==> config.mk <==
export PLATFORM = sky130hd
export DESIGN_NAME = tcgle_ctrl
export DESIGN_NICKNAME = d
export VERILOG_FILES = /design/src/hw/rtl/tcgle_pkg.sv /design/src/hw/rtl/tcgle_ctrl.sv
export SDC_FILE = /design/constraint.sdc
export NUM_CORES = 1
export LEC_CHECK = 0
export BUFFER_PORTS_ARGS = -buffer_cell sky130_fd_sc_hd__buf_2
export CAP_MARGIN = 20
export CELL_PAD_IN_SITES_DETAIL_PLACEMENT = 0
export CELL_PAD_IN_SITES_GLOBAL_PLACEMENT = 1
export CORE_ASPECT_RATIO = 1.2
export CORE_MARGIN = 2
export CORE_UTILIZATION = 38
export CTS_CLUSTER_DIAMETER = 200
export DETAILED_ROUTE_END_ITERATION = 10
export HOLD_SLACK_MARGIN = 0.03
export PLACE_DENSITY = 0.91
export SLEW_MARGIN = 0
export SYNTH_ARGS = -nofsm -noshare
export SYNTH_HDL_FRONTEND = slang
export SYNTH_SLANG_ARGS = --single-unit
==> constraint.sdc <==
create_clock -name clk -period 5.2 [get_ports clk]
set_clock_uncertainty 0.05 [all_clocks]
set_input_delay 0.78 -clock clk [delete_from_list [all_inputs] [get_ports clk]]
set_output_delay 0.78 -clock clk [all_outputs]
set_load 0.1 [all_outputs]
==> src/hw/rtl/tcgle_pkg.sv <==
// Package for the text console grid line editor.
// Holds the mode and character constants and the controller to datapath command and status types.
// It has no dependencies.
package tcgle_pkg;

  typedef enum logic [1:0] {
    MODE_KEY   = 2'd0,
    MODE_PRINT = 2'd1,
    MODE_READ  = 2'd2,
    MODE_CLEAR = 2'd3
  } mode_t;

  typedef enum logic [1:0] {
    SEL_ITEM   = 2'd0,
    SEL_DOLLAR = 2'd1,
    SEL_SPACE  = 2'd2
  } char_sel_t;

  localparam logic [7:0] CH_SPACE  = 8'h20;
  localparam logic [7:0] CH_CR     = 8'h0D;
  localparam logic [7:0] CH_LF     = 8'h0A;
  localparam logic [7:0] CH_BS     = 8'h08;
  localparam logic [7:0] CH_DOLLAR = 8'h24;

  localparam logic [1:0] PROMPT_NONE   = 2'd0;
  localparam logic [1:0] PROMPT_SPACE  = 2'd1;
  localparam logic [1:0] PROMPT_DOLLAR = 2'd2;

  typedef struct packed {
    logic      latch;
    logic      count_clear;
    logic      count_inc;
    logic      place;
    char_sel_t char_sel;
    logic      newline;
    logic      sweep_clr;
    logic      scroll_wr;
    logic      fill_wr;
    logic      home;
    logic      back;
    logic      blank;
    logic      read;
    logic      capture;
    logic      out_load;
  } dp_cmd_t;

  typedef struct packed {
    logic ch_line_end;
    logic ch_lf;
    logic ch_bs;
    logic count_zero;
    logic count_full;
    logic col_wrap;
    logic row_bottom;
    logic row_done;
    logic fill_done;
  } dp_status_t;

endpackage

==> src/hw/rtl/tcgle_ctrl.sv <==
// Controller state machine of the text console grid line editor.
// Sequences each request into datapath commands; depends on tcgle_pkg.
module tcgle_ctrl (
  input  logic                   clk,
  input  logic                   rst,
  input  logic                   in_valid,
  output logic                   in_ready,
  input  tcgle_pkg::mode_t       mode,
  output logic                   out_valid,
  input  logic                   out_ready,
  input  tcgle_pkg::dp_status_t  st,
  output tcgle_pkg::dp_cmd_t     cmd
);
  import tcgle_pkg::*;

  typedef enum logic [9:0] {
    S_IDLE    = 10'b00_0000_0001,
    S_PLACE   = 10'b00_0000_0010,
    S_NEWLINE = 10'b00_0000_0100,
    S_SCROLL  = 10'b00_0000_1000,
    S_BACK    = 10'b00_0001_0000,
    S_BLANK   = 10'b00_0010_0000,
    S_READ    = 10'b00_0100_0000,
    S_READW   = 10'b00_1000_0000,
    S_CLEAR   = 10'b01_0000_0000,
    S_FINISH  = 10'b10_0000_0000
  } state_t;

  state_t     state, state_next;
  logic [1:0] prompt, prompt_next, prompt_dec;
  logic       from_item, from_item_next;
  logic       out_valid_next;

  assign in_ready   = (state == S_IDLE);
  assign prompt_dec = (prompt == PROMPT_NONE) ? PROMPT_NONE : prompt - 2'd1;

  always_comb begin
    state_next     = state;
    prompt_next    = prompt;
    from_item_next = from_item;
    out_valid_next = out_valid && !out_ready;
    cmd            = '0;
    cmd.char_sel   = SEL_ITEM;
    case (state)
      S_IDLE: begin
        if (in_valid) begin
          cmd.latch = 1'b1;
          case (mode)
            MODE_KEY: begin
              if (st.ch_line_end) begin
                cmd.count_clear = 1'b1;
                prompt_next     = PROMPT_DOLLAR;
                state_next      = S_NEWLINE;
              end else if (st.ch_bs) begin
                state_next = st.count_zero ? S_FINISH : S_BACK;
              end else if (!st.count_full) begin
                cmd.count_inc = 1'b1;
                prompt_next   = PROMPT_NONE;
                state_next    = S_PLACE;
              end else begin
                state_next = S_FINISH;
              end
            end
            MODE_PRINT: begin
              prompt_next = PROMPT_NONE;
              state_next  = st.ch_lf ? S_NEWLINE : S_PLACE;
            end
            MODE_READ: begin
              state_next = S_READ;
            end
            default: begin
              cmd.home       = 1'b1;
              cmd.sweep_clr  = 1'b1;
              from_item_next = 1'b1;
              state_next     = S_CLEAR;
            end
          endcase
        end
      end
      S_PLACE: begin
        cmd.place = 1'b1;
        case (prompt)
          PROMPT_DOLLAR: cmd.char_sel = SEL_DOLLAR;
          PROMPT_SPACE:  cmd.char_sel = SEL_SPACE;
          default:       cmd.char_sel = SEL_ITEM;
        endcase
        prompt_next = prompt_dec;
        if (st.col_wrap) begin
          state_next = S_NEWLINE;
        end else if (prompt_dec != PROMPT_NONE) begin
          state_next = S_PLACE;
        end else begin
          state_next = S_FINISH;
        end
      end
      S_NEWLINE: begin
        cmd.newline = 1'b1;
        if (st.row_bottom) begin
          cmd.sweep_clr = 1'b1;
          state_next    = S_SCROLL;
        end else begin
          state_next = (prompt != PROMPT_NONE) ? S_PLACE : S_FINISH;
        end
      end
      S_SCROLL: begin
        cmd.scroll_wr = 1'b1;
        if (st.row_done) begin
          state_next = (prompt != PROMPT_NONE) ? S_PLACE : S_FINISH;
        end
      end
      S_BACK: begin
        cmd.back   = 1'b1;
        state_next = S_BLANK;
      end
      S_BLANK: begin
        cmd.blank  = 1'b1;
        state_next = S_FINISH;
      end
      S_READ: begin
        cmd.read   = 1'b1;
        state_next = S_READW;
      end
      S_READW: begin
        cmd.capture = 1'b1;
        state_next  = S_FINISH;
      end
      S_CLEAR: begin
        cmd.fill_wr = 1'b1;
        if (st.fill_done) begin
          from_item_next = 1'b0;
          state_next     = from_item ? S_FINISH : S_IDLE;
        end
      end
      S_FINISH: begin
        if (!out_valid || out_ready) begin
          cmd.out_load   = 1'b1;
          out_valid_next = 1'b1;
          state_next     = S_IDLE;
        end
      end
      default: begin
        state_next = S_IDLE;
      end
    endcase
  end

  always_ff @(posedge clk) begin
    if (rst) begin
      state     <= S_CLEAR;
      prompt    <= PROMPT_NONE;
      from_item <= 1'b0;
      out_valid <= 1'b0;
    end else begin
      state     <= state_next;
      prompt    <= prompt_next;
      from_item <= from_item_next;
      out_valid <= out_valid_next;
    end
  end

endmodule

==> results.toml <==
[synthesis]
yosys_warnings = 0
synth_area_leaders = "dfxtp_1 (27%), nor2_1 (6.8%), nor3b_1 (5.0%)"
seq_area_frac_synth_pct = 26.8
synthCells = 138
ys_types = 43
synth_seq_cells = 14
synth_area_leader_cell = "dfxtp_1"
syn_avg_cell_area_um2 = 7.57
syn_nets = 153
synth-async-reset-ratio_pct = 0
synthFlopType = "dfxtp_1"
synth_top_area_share_pct = 26.8
synth_area_mm2 = 0.00104
synth_edf_count = 0

[floorplanning]
coreArea_mm2 = 0.00258
rows = 20
die_w_um = 51.9
start_util_pct = 40.5
chipHeight_um = 61.4
io_pins = 33
dieArea_mm2 = 0.00319

[clock_network]
cts_setup_buffers = 0
cts_root_buf = "clkbuf_4"
htreeDepth = 1
holdBufCountCts = 0
clkTransAtPathRegs_ns = 0.08
cts.sink_count = 14
post_cts_resize_count = 0
cts_tree = "done"
clk_latency_ns = 0.28
clockBufferDepth = 2
cts_buffers = 3

[global_routing]
grt_pass1_vias = 926
antenna_found_initial = 0
grt_first_pass_wirelength_um = 4080
grt_overflow = 0
grt_max_degree = 11
track_usage_pct = 17.3

[sta]
final.setup.tns_ns = 0
relSlewSlack_pct = 62.8
fin_crit_ns = 3.21
period_share_pct = 61.6
worstMarginPinSlew_ns = 0.552
setup_viol = 0
clock.fmax_mhz = 312
rsz0062_at_grt = "false"
report.final.slew_viol_count = 0
hold_viol = 0

[placed_design]
io_buffers = 32
gp_congestion = 0.840
post-place-cells = 196
place_area_mm2 = 0.00122
hpwl_um = 2070

[worst_setup_path]
startpoint = "state[0]$_SDFFE_PP0P_"
required_ns = 4.37
crit_type = "reg -> out"
r2r_start = "state[0]$_SDFFE_PP0P_"
endpoint_kind = "primary output"
crit_path_start_kind = "flip-flop"
arrival_ns = 2.38
worst-path-max-fanout = 9

[layout]
fin_nets = 183
fin_area_mm2 = 0.00125
syn2layout_area_growth_pct = 19.3
drive_gt1_share_pct = 27.7
fillers = 261
n_antenna_cell = 0
fin_cells = 199

[drt]
routed_wl_um = 2550
drcViolationCount = 0
drtPass1Iterations = 4
vias_per_cell = 5.53
final_antenna_net_count = 0
drt-wirelength-per-cell_um = 12.8
vias = 1101
drt-initial-drc-count = 27

[job]
maxCapViolCount = 0

[worst_hold_path]
min_from = "out_valid$_SDFF_PP0_"
hp-class = "reg -> reg"

[run_status]
status = "finished, final reports clean"

[pwr]
power.internal_w = 0.000170
switching_share_pct = 39.7
p_switching_w = 0.000112
ir_worst_vdd_uv = 150
comb_power_share_pct = 36.4
p_per_area_mw_per_mm2 = 226
p_total_w = 0.000282
power_frac_seq_pct = 42.2
power_leakage_nw = 0.538
power_frac_clock_pct = 21.4
[metrics by stage]
stage / setup WS (ns) / hold slack [ns] / util, %
2_1_floorplan: 0.968 / 0.450 / -
3_3_place_gp: 2.37 / 0.468 / 47.5
3_5_place_dp: 2.29 / 0.481 / 47.5
4_1_cts: 1.96 / 0.490 / 48.3
5_1_grt: 1.79 / 0.539 / 48.3
6_report: 1.99 / 0.491 / 48.3
[power groups by stage]
| stage | Sequential, W | Clock [W] | Combinational, W |
|---|---|---|---|
| finish | 0.000119 | 0.0000603 | 0.000103 |
| global route | 0.000120 | 0.0000660 | 0.000110 |
| CTS | 0.000119 | 0.0000621 | 0.000103 |
| detailed placement | 0.000121 | 0 | 0.000102 |
| global placement | 0.000121 | 0 | 0.000103 |
| floorplan | 0.000118 | 0 | 0.0000839 |
[synth_stat cells, types with 2 or more instances]
library cell  instances
nor4_4                2
clkbuf_1              2
a21o_1                2
nand2b_1              3
nor2_1               19
nor4b_1               5
o21ai_0               9
nor4_1                3
and2_1                2
xnor2_1               3
nand3_1               8
a21oi_1               9
or3_1                 2
buf_2                 3
nor3b_1               7
o31ai_1               2
nand3b_1              2
nor3_1                6
nand2_1               6
nor2b_1               5
inv_1                 3
dfxtp_1              14
[layout make-up]
type,instances,area (um2),area share [%]
Clock buffer,3,22.5,1.81
Tap cell,33,41.3,3.31
Multi-Input combinational cell,113,727,58.3
Inverter,4,15.0,1.20
Sequential cell,14,280,22.5
Timing Repair Buffer,32,160,12.9
[state kept, by name, indices dropped and copies added, names as in the netlist]
signal / cells
out_valid: 1
state: 10
from_item: 1
prompt: 2
[cell usage in the layout, fill, tap and decap left out, types with 4 or more instances in the layout]
| cell type | count |
|---|---|
| nor2b_1 | 5 |
| nand2_1 | 6 |
| o21ai_0 | 9 |
| nor3_1 | 6 |
| nor2_1 | 19 |
| a21oi_1 | 9 |
| nor4b_1 | 4 |
| nor3b_1 | 6 |
| nand3_1 | 8 |
| buf_2 | 32 |
| dfxtp_1 | 14 |
[kinds of logic after synthesis]
logic type                synth area share, %
xor gates and xnor gates                 3.35
AOI/OAI and AO/OA                        18.3
DFF                                      26.8
buffers and inverters                    4.67
and+or+nand+nor                          45.9
muxes                                   0.958
[worst paths after layout]
check / end / slack (ns) / cells past startpoint
max reg2reg: state[0]$_SDFFE_PP0P_ / 3.23 / 6
max: cmd[13] / 1.99 / 6
min: state[9]$_SDFFE_PP0P_ / 0.49 / 2
min reg2reg: state[9]$_SDFFE_PP0P_ / 0.49 / 2
[per-layer routing]
layer / global-route usage [%] / part of all wire (%) / vias to the layer above
met2: 29.8 / 47 / 44
met5: 0 / 0 / -
li1: - / - / 563
met1: 21.1 / 44 / 487
met3: 2.18 / 6.5 / 7
met4: 8.65 / 2.3 / 0
[worst max-delay path, cell delays in order (launching register included)]
cell and delay [ns]:
dfxtp_1 0.48, nor4b_1 0.29, nand3_1 0.30, inv_2 0.17, nand3b_1 0.14, nor4b_2 0.26, buf_2 0.46
No activity file was read; power rests on OpenSTA's default activity.
